## src/rtl/quaternion_slerp_assert.svh

```systemverilog
// Assertion macros shared by the quaternion slerp RTL.
// Each macro expects clk and arst_n to be visible where it is used.
`ifndef QUATERNION_SLERP_ASSERT_SVH
`define QUATERNION_SLERP_ASSERT_SVH
`ifndef NO_ASSERTIONS
`define QSL_ASSERT(lbl, prop, msg) \
	lbl: assert property (@(posedge clk) disable iff (!arst_n) (prop)) else $error(msg);
`define QSL_NEVER(lbl, expr, msg) \
	lbl: assert property (@(posedge clk) disable iff (!arst_n) !(expr)) else $error(msg);
`else
`define QSL_ASSERT(lbl, prop, msg)
`define QSL_NEVER(lbl, expr, msg)
`endif
`endif

```

## src/rtl/qsl_pkg.sv

```systemverilog
// ----------------------------------------------------------------------------
// qsl_pkg
// Types, widths, constants and helper functions of the quaternion slerp block.
// ----------------------------------------------------------------------------
`default_nettype none

package qsl_pkg;

	localparam int CB    = 16;          // component width
	localparam int FB    = 14;          // fraction bits of Q2.F
	localparam int ANG   = 30;          // angle and weight fraction bits
	localparam int STEPS = 30;          // CORDIC iterations
	localparam int SCALE = ANG - FB;
	localparam int QDEPTH = 4;

	localparam int VW  = 34;            // CORDIC x and y width
	localparam int ZW  = 33;            // CORDIC angle width
	localparam int HW  = 31;            // nonnegative angle width
	localparam int QW  = ANG + 1;       // quotient width
	localparam int NW  = VW - 1 + FB;   // dividend width
	localparam int PAW = CB + QW + 1;
	localparam int PBW = CB + QW + 2;
	localparam int ACW = PBW + 1;
	localparam int RSW = ACW - ANG;

	localparam logic [FB:0] ONE = {1'b1, {FB{1'b0}}};
	localparam logic [ANG-1:0] INV_GAIN = ANG'(652032874);

	typedef logic signed [CB-1:0] comp_t;
	typedef logic signed [CB:0]   compx_t;
	typedef logic [FB:0]          frac_t;
	typedef logic signed [RSW-1:0] rs_t;

	typedef enum logic [1:0] {
		PATH_FIRST = 2'd0,
		PATH_AVG   = 2'd1,
		PATH_SLERP = 2'd2
	} path_t;

	typedef struct packed {
		comp_t  [3:0] a;
		compx_t [3:0] b;
		frac_t        t;
		logic [FB-1:0] c;
		frac_t        s;
		path_t        path;
	} job_t;

	localparam rs_t SAT_HI = RSW'(2 ** (CB - 1) - 1);
	localparam rs_t SAT_LO = RSW'(-(2 ** (CB - 1)));

	function automatic logic [ANG-1:0] atan_at(input int unsigned i);
		logic [ANG-1:0] v;
		case (i)
			0: v = ANG'(843314857);
			1: v = ANG'(497837829);
			2: v = ANG'(263043837);
			3: v = ANG'(133525159);
			4: v = ANG'(67021686);
			5: v = ANG'(33543516);
			6: v = ANG'(16775851);
			7: v = ANG'(8388437);
			8: v = ANG'(4194283);
			9: v = ANG'(2097149);
			default: v = ANG'(1) << (ANG - i);
		endcase
		return v;
	endfunction

	function automatic comp_t sat_comp(input rs_t v);
		comp_t r;
		if (v > SAT_HI) begin
			r = SAT_HI[CB-1:0];
		end else if (v < SAT_LO) begin
			r = SAT_LO[CB-1:0];
		end else begin
			r = v[CB-1:0];
		end
		return r;
	endfunction

	function automatic logic sat_hit(input rs_t v);
		return (v > SAT_HI) || (v < SAT_LO);
	endfunction

endpackage

`default_nettype wire

```

## src/rtl/qsl_queue.sv

```systemverilog
// ----------------------------------------------------------------------------
// qsl_queue
// Short first-in first-out queue between the classifying front and the
// interpolating back, so that each side can stall on its own.
// ----------------------------------------------------------------------------
`default_nettype none
`include "quaternion_slerp_assert.svh"

module qsl_queue (
	input  wire logic          clk,
	input  wire logic          arst_n,
	input  wire logic          push_valid,
	output logic               push_ready,
	input  wire qsl_pkg::job_t push_job,
	output logic               pop_valid,
	input  wire logic          pop_ready,
	output qsl_pkg::job_t      pop_job
);

	localparam int DEPTH = qsl_pkg::QDEPTH;
	localparam int PW    = $clog2(DEPTH);
	localparam int CW    = $clog2(DEPTH + 1);

	qsl_pkg::job_t  mem_q [DEPTH];
	logic [PW-1:0]  wr_ptr_q, rd_ptr_q;
	logic [CW-1:0]  count_q;
	logic           push_fire, pop_fire;

	assign push_ready = count_q != CW'(DEPTH);
	assign pop_valid  = count_q != '0;
	assign push_fire  = push_valid && push_ready;
	assign pop_fire   = pop_valid && pop_ready;
	assign pop_job    = mem_q[rd_ptr_q];

	always_ff @(posedge clk or negedge arst_n) begin
		if (!arst_n) begin
			wr_ptr_q <= '0;
			rd_ptr_q <= '0;
			count_q  <= '0;
		end else begin
			if (push_fire) begin
				wr_ptr_q <= wr_ptr_q + 1'b1;
			end
			if (pop_fire) begin
				rd_ptr_q <= rd_ptr_q + 1'b1;
			end
			if (push_fire && !pop_fire) begin
				count_q <= count_q + 1'b1;
			end else if (pop_fire && !push_fire) begin
				count_q <= count_q - 1'b1;
			end
		end
	end

	always_ff @(posedge clk) begin
		if (push_fire) begin
			mem_q[wr_ptr_q] <= push_job;
		end
	end

	`QSL_ASSERT(a_fill_grows, push_fire && !pop_fire |=> count_q == $past(count_q) + 1'b1, "queue fill did not grow on a lone push")
	`QSL_ASSERT(a_fill_shrinks, pop_fire && !push_fire |=> count_q == $past(count_q) - 1'b1, "queue fill did not shrink on a lone pop")
	`QSL_NEVER(a_ptr_fill, (wr_ptr_q - rd_ptr_q) != count_q[PW-1:0], "queue pointers disagree with fill count")

endmodule

`default_nettype wire

```

## config.mk

```make
export PLATFORM = sky130hd
export DESIGN_NAME = qsl_queue
export DESIGN_NICKNAME = d
export VERILOG_FILES = /design/src/rtl/qsl_pkg.sv /design/src/rtl/qsl_queue.sv
export VERILOG_INCLUDE_DIRS = /design/src /design/src/rtl
export SDC_FILE = /design/constraint.sdc
export NUM_CORES = 1
export LEC_CHECK = 0
export ABC_CLOCK_PERIOD_IN_PS = 11200
export BUFFER_PORTS_ARGS = -buffer_cell sky130_fd_sc_hd__buf_2
export CAP_MARGIN = 0
export CORE_MARGIN = 3
export CORE_UTILIZATION = 50
export DETAILED_ROUTE_END_ITERATION = 12
export PLACE_DENSITY = 0.75
export SYNTH_ARGS = -nofsm -noshare
export SYNTH_HDL_FRONTEND = slang
export SYNTH_SLANG_ARGS = --single-unit
```

## constraint.sdc

```tcl
create_clock -name clk -period 11.2 [get_ports clk]
set_clock_uncertainty 0.15 [all_clocks]
set_input_delay 2.24 -clock clk [delete_from_list [all_inputs] [get_ports clk]]
set_output_delay 2.24 -clock clk [all_outputs]
set_load 0.03 [all_outputs]
```

==> results list, run 1 <==
- The run finished with clean final reports.
* Insertion delay to the later sink of the worst-skew pair: 0.59 ns
- Area inside the core boundary: 51400 sq um
* Max Fclk: 171 MHz
- Port buffering added 361 buffers.
* Setup slack after layout: 5.36 ns
- Headroom to the max-slew limit came out at 29.3%.
- Clock-pin slew was measured on the worst setup and hold paths at 0.06 ns.
* Number of nets with antenna violations after routing: 0
* Kind of cell adding the most delay to the critical path: flip-flops
- Number of cells on the worst reg-to-reg path: 4
- Walking the worst path, the cells encountered are buf_4 > mux4_2 > buf_2.
* Relative contribution of the clock network to total power: 25.1%
* Kind of end point of the critical path: output pin
- TritonCTS built the clock tree.
* Core Rows: 83
- For the finished layout, the period the worst path requires is 5.84 ns.
* Detailed-route wire length per cell: 24.3 um
- Buf/Inv on CP: 2
- The tree built by TritonCTS fans out to 719 sinks.
* Final weighted congestion in routability-driven placement: 0.709
* Residual DRC: 0
- The final number of hold-violating endpoints was 0.
- Final Slew Violations: 0
- For the worst setup path, the data required time is 8.81 ns.
- Sequential fraction of design power: 42.2%
- Power density of the placed cells: 291 nW/um^2
- Stage delay of the slowest cell on the critical path: 1.12 ns
- Area Overhead vs Synth: 18.1%
* Startpoint of the lowest-slack register-to-register path: count_q[0]
- Summed over all nets, the switching power comes to 3.07 mW.
- The cell sitting at the root of the clock tree is a clkbuf_16.
- Data arrival, critical path: 3.45 ns
- Drt first-iter violations: 739
- Die outline width: 234 um
- After detailed routing, the total wire length is 51.2 mm.
* Start-to-end type of the worst setup path: reg2out
* Congestion Overflow GR: 0
- Synthesized Nets: 1153
* Highest-delay cell along the critical path: dfrtp_4
- Once the floorplan was initialized, standard cells occupied 50.7% of the core.
- Counting every instance in the synthesized netlist gives 965.
- Sequential cells were found to cover 82.7% of the synthesized design area.
* Logic pwr share: 32.8%
- Largest buffer count on any clock path: 3
- Die area: 54900 sq um
* Synthesized area divided by synthesized cell count: 27.0 sq um
* Worst setup slack before clock tree synthesis: 5.79 ns
- Type of the most critical hold path: reg2reg
- Final Cycle Share: 52.2%
* Switching share of power: 34.2%
* Number of top-level pins: 362
- IR analysis of the VDD net gives a maximum drop of 0.190 mV.
- Internal cell power: 5.90 mW
- Number of antenna violations at the first check in global routing: 12
- The synthesized design spends more area on one cell type than any other, namely edfxtp_1.
* Inst Count DP: 1979
- Reg-to-reg critical path endpoint: mem_q[0][149]
- Fraction of layout instances using a drive strength above 1: 46.4%
- Vias in the first global route: 12200
- First-pass GRT wire length: 76.7 mm
- The library cells used most frequently in the layout, excluding fill and tap cells, are 712 x edfxtp_1, 361 x buf_2, 178 x mux4_2, 74 x clkbuf_16, 14 x clkbuf_1.
- Critical Path Sink: pop_job[162]
- Entering global routing, the biggest net connects 69 pins.
- Post-CTS timing repair inserted 0 buffers for setup.
- Overall Global Routing Usage: 18.9%
* Synth warnings: 0
* Worst path depth: 3
* Maximum fanout along the worst path: 48
- The H-tree was split into 3 levels.
- Final-report setup violation count: 0
- Setup repair after global routing missed its margin: false
- R2R Setup Slk: 7.90 ns
- Yosys attributes the largest share of cell area to edfxtp_1 82%, mux4_2 15%, dfrtp_1 0.67%, buf_6 0.52%, buf_2 0.40%.
- Register bit total from synthesis: 719
* Leakage component of the power: 10.4 nW
- Of the post-synthesis cell area, the dominant cell type holds 82.0%.
* Drt first pass iters: 5
* Net count reported at finish: 1561
* Post-layout instance count excluding filler cells: 2109
- Worst setup path startpoint: rd_ptr_q[0]
- Total Negative Setup Slacks: 0 ns
* Average vias per placed instance: 5.54
- For the pin with the worst max-slew slack, the measured transition is 1.06 ns.
- Once the clock tree was built, the resizer swapped 0 gates to a different size.
* Overall via count from detail_route: 11700
- Synth cell types: 19
- In this run the vertical extent of the chip is 234 um.
- Final core occ: 59.9%
* Element type at the critical path start: flip-flop
* Total of hold buffers inserted after clock tree synthesis: 0
* Post-synthesis instance area: 26100 sq um
- Counting the buffers created by CTS gives 72.
- Most frequent standard cell in the layout excluding fill and tap cells: edfxtp_1
- Detailed placement ended at an HPWL of 30.0 mm.
- The tool flagged a number of max-cap violations equal to 0.
synth_stat cells:
cell	instances
clkbuf_1	6
or3_1	1
buf_2	21
nand3_1	1
nand2_1	2
and2_1	4
buf_4	1
mux4_2	178
xnor2_1	4
inv_1	3
mux2_2	2
fa_1	1
nor2_1	2
buf_6	12
a21boi_2	1
xor2_1	2
edfxtp_1	712
dfrtp_1	7
ha_1	5
flip-flops by register name (all words and copies together) (netlist names):
signal / count
rd_ptr_q: 2
mem_q: 712
wr_ptr_q: 2
count_q: 3
layer usage:
layer,global-route usage [%],vias to the layer above,wire length (um)
met2,30.0,359,26000
met4,6.60,12,1280
met3,5.67,86,3990
met1,25.2,6196,19900
met5,0,-,71
li1,-,5030,-
power groups by stage:
stage	Sequential [mW]	Clock (mW)	Combinational [mW]
after floorplan	3.78	0	2.26
after global placement	3.80	0	2.98
after detailed placement	3.84	0	2.99
after CTS	3.79	2.30	3.00
after global routing	3.83	2.41	3.12
final	3.78	2.25	2.94
through the flow:
stage	hold slack (ns)	total power [mW]	cell area [sq um]
floorplan	0.343	6.04	26100
global placement	0.361	6.78	28600
detailed placement	0.392	6.83	28600
CTS	0.398	9.10	30800
global route	0.426	9.36	30800
finish	0.392	8.96	30800
worst min path at each step:
stage                    start    endpoint  slack (ns)  cells past startpoint
finish              count_q[2]  count_q[2]        0.39                      1
floorplan           count_q[2]  count_q[2]        0.34                      1
detailed placement  count_q[2]  count_q[2]        0.39                      1
global route        count_q[2]  count_q[2]        0.43                      1
global placement    count_q[2]  count_q[2]        0.36                      1
CTS                 count_q[2]  count_q[2]        0.40                      1
area by class of cell:
cell class                 count  area, sq um
fill                        3551        20600
inverter                       3         11.3
clock inverter                34          290
tap                          680          851
antenna                        8         20.0
sequential                   719        21600
clock buffer                  88         1900
timing repair buffer         374         1900
multi-input combinational    203         4240
logic make-up (layout without fill, tap and decap cells):
logic type	after synthesis	count (layout)	synth area share [%]
AO/OA/AOI/OAI	1	1	0.0432
adder cells (fa/ha/maj)	6	6	0.317
XOR/XNOR	6	6	0.202
buffers and inverters	43	499	1.08
multiplexers	180	180	15.5
other	0	8	0
AND/OR/NAND/NOR	10	10	0.197
flip-flops	719	719	82.7
No activity file was read; power rests on OpenSTA's default activity.
==> run 2: changes to the inputs <==
ABC_CLOCK_PERIOD_IN_PS = 5100   (was 11200)
PLACE_DENSITY = 0.78   (was 0.75)
clock period = 5.1 ns   (was 11.2 ns; I/O delays follow)
==> run 2 against run 1 <==
- first-iteration DRC count increased by 12%
- combinational power grew 130%
- critical path depth stayed put
- via count rose by 0.64%
- clock-buffer cell count up 2
- final area grew 1.4%
- routed wire length grew 0.51%
- flip-flop and latch count is the same
- worst setup slack got worse by 3.9 ns
- worst hold slack worse by 0.28 ns
- largest power group unchanged
==> results list, run 2 (synthesis results as in run 1) <==
- Result of the run: finished, final reports clean
- The highest net fanout along the worst path came to 73 (+52%).
* Area inside the core boundary: 51400 sq um (unchanged)
* Area Overhead vs Synth: 19.8%
- Post-place instance area: 28800 sq um (+0.91%)
- The total routed wirelength came to 51.5 mm (+0.51%).
- Max Fclk: 276 MHz
- Sequential fraction of design power: 40.1% (-2.1 points)
- Final hold violations: 0 (unchanged)
- The met3 wirelength from detailed routing was 4.43 mm (+11%).
- The via count of the first global-routing pass was 12200 (unchanged).
* Maximum number of pins on one net before global-route repair: 132 (+91%)
- The critical path in this run is classified as reg2out.
- The number of setup violations in the final report came to 0 (unchanged).
- The worst-skew pair later-pin latency is 0.59 ns (about the same).
- The total congestion overflow after global routing is 0 (unchanged).
- The horizontal die dimension is 234 um (unchanged).
- The smallest clock period supported by the final layout is computed as 3.62 ns.
* CTS tree: yes
* Number of antenna violations at the first check in global routing: 24 (+12)
- Remaining max-slew budget at the tightest pin: 29.4% (+0.15 points)
* Net count reported at finish: 1573 (+0.77%)
- The first-pass GRT wire length was 75.7 mm (-1.2%).
- The TritonCTS buffer count is 71 (-1.4%).
- Residual DRC: 0 (unchanged)
- Setup repair after global routing left no endpoint under its margin.
- Average vias per placed instance: 5.50 (-0.68%)
* Relative contribution of the clock network to total power: 25.8% (+0.7 points)
- Final Cycle Share: 71.1%
- In this run the worst hold path is classified as in2async.
- Filler Cell Count: 3500 (-1.4%)
* Post-CTS Setup Inserts: 0 (unchanged)
* Switching power: 6.78 mW (+120%)
- In the final layout, the registers with the most flip-flops are mem_q x712, count_q x3.
- The wire length on met1 was 19.5 mm (-1.9%).
* VDD IR max: 0.587 mV (+210%)
- The data arrival time at the worst-slack endpoint came to 2.45 ns (-1.00 ns).
* Kind of end point of the critical path: output pin
* Number of max-cap violations: 0 (unchanged)
* Power density of the placed cells: 643 nW/um^2 (+120%)
- The overall power of the completed layout was 20.1 mW (+120%).
* Detailed-route wire length per cell: 24.1 um (-0.80%)
- More flip-flops sit in one register than any other, and that register is mem_q.
- The data required time at the worst endpoint was 3.93 ns (-4.88 ns).
* Number of nets with antenna violations after routing: 0 (unchanged)
- Root buffer cell: clkbuf_16
* Max FFs per register: 712 (unchanged)
- The number of detailed-routing iterations run before antenna repair is 4 (-1).
- The number of violations reported at the end of detailed-routing iteration 0 was 830 (+12%).
* Inst Count DP: 1992 (+0.66%)
* Topmost layer with routed signal wires: met5
- The number of clock sinks was 719 (unchanged).
- The non-filler instance count after layout came to 2137 (+1.3%).
- The max-slew violation count came to 0 (unchanged).
* Element type at the critical path start: flip-flop
- Leakage component of the power: 10.6 nW (+2.0%)
- The top cell types in the final layout, fill and taps aside, are 712 x edfxtp_1, 361 x buf_2, 178 x mux4_2, 76 x clkbuf_16, 16 x clkinv_2.
- Clock H-tree levels: 3 (unchanged)
- The total internal power came to 13.3 mW (+130%).
- The floorplan row count was 83 (unchanged).
- The total global-route track usage is 18.7% (-0.11 points).
- The library cell used most frequently in the layout, excluding fill and tap cells, is edfxtp_1.
- The clock input transition at the sequential cells of the worst setup and hold paths is 0.06 ns (about the same).
- The number of top-level pins is 362 (unchanged).
* Overall via count from detail_route: 11800 (+0.64%)
- The placer congestion estimate is 0.744 (+5.0%).
* Length of routed met2 wiring: 25.8 mm (-0.70%)
- The initial core utilization was 50.7% (unchanged).
* Port buffer count: 361 (unchanged)
- The portion of total power attributed to combinational logic was 34.1% (+1.3 points).
- The half-perimeter wire length of the detailed placement result is 31.2 mm (+3.9%).
- Total of hold buffers inserted after clock tree synthesis: 0 (unchanged)
- Fraction of layout instances using a drive strength above 1: 47.3% (+0.88 points)
* Worst slack on hold paths: 0.115 ns (-0.278 ns)
- The post-layout instance area was 31200 sq um (+1.4%).
- DIE HEIGHT: 234 um (unchanged)
* Die area: 54900 sq um (unchanged)
- The pin slew with the least headroom to its limit came to 1.06 ns (-0.00218 ns).
- The final total negative setup slack is 0 ns (unchanged).
- The post-cts gate resize count is 0 (unchanged).
- The number of buffers on the longest clock path was 3 (unchanged).
- The switching share of total power came to 33.7% (-0.46 points).
-- run 2: per-layer routing --
| layer | global-route usage (%) | up-vias |
|---|---|---|
| met4 | 8.04 | 18 |
| li1 | - | 5066 |
| met3 | 6.28 | 120 |
| met1 | 24.3 | 6147 |
| met5 | 0 | - |
| met2 | 29.3 | 407 |
-- run 2: power by group through the flow --
| stage | clock, mW | combinational [mW] | sequential (mW) |
|---|---|---|---|
| global placement | 0 | 6.91 | 8.10 |
| global route | 5.50 | 7.24 | 8.15 |
| floorplan | 0 | 4.97 | 8.17 |
| finish | 5.18 | 6.85 | 8.06 |
| CTS | 5.29 | 6.98 | 8.08 |
| detailed placement | 0 | 6.96 | 8.18 |
-- run 2: critical path, stage by stage (launching register included) --
cell and delay [ns]:
dfrtp_4 0.47, buf_12 0.41, mux4_2 0.62, buf_2 0.20
-- run 2: path summary, 6_finish.rpt --
check / slack [ns] / depth (start not counted) / from / to
setup / recovery: 1.48 / 3 / rd_ptr_q[0] / pop_job[66]
hold / removal: 0.11 / 1 / arst_n / count_q[1]
setup reg to reg: 2.38 / 4 / count_q[0] / mem_q[1][129]
hold reg to reg: 0.39 / 1 / count_q[2] / count_q[2]
max in group asynchronous: 4.49 / 1 / arst_n / rd_ptr_q[1]
min in group clk: 0.39 / 1 / count_q[2] / count_q[2]
-- run 2: through the flow --
stage	utilization, %	setup WS, ns
2_1_floorplan	-	0.989
3_3_place_gp	56.1	1.79
3_5_place_dp	56.1	1.70
4_1_cts	60.6	1.40
5_1_grt	60.7	1.35
6_report	60.7	1.48
-- run 2: area by class of cell --
type / count / area (sq um) / share of cell area (%)
multi-input cells: 203 / 4240 / 13.6
well taps: 680 / 851 / 2.73
inverters: 3 / 11.3 / 0.0361
clock inverters: 37 / 373 / 1.19
diodes: 18 / 45.0 / 0.144
clock buffers: 90 / 1970 / 6.32
flip-flops and latches: 719 / 21600 / 69.1
repair buffers: 387 / 2160 / 6.93
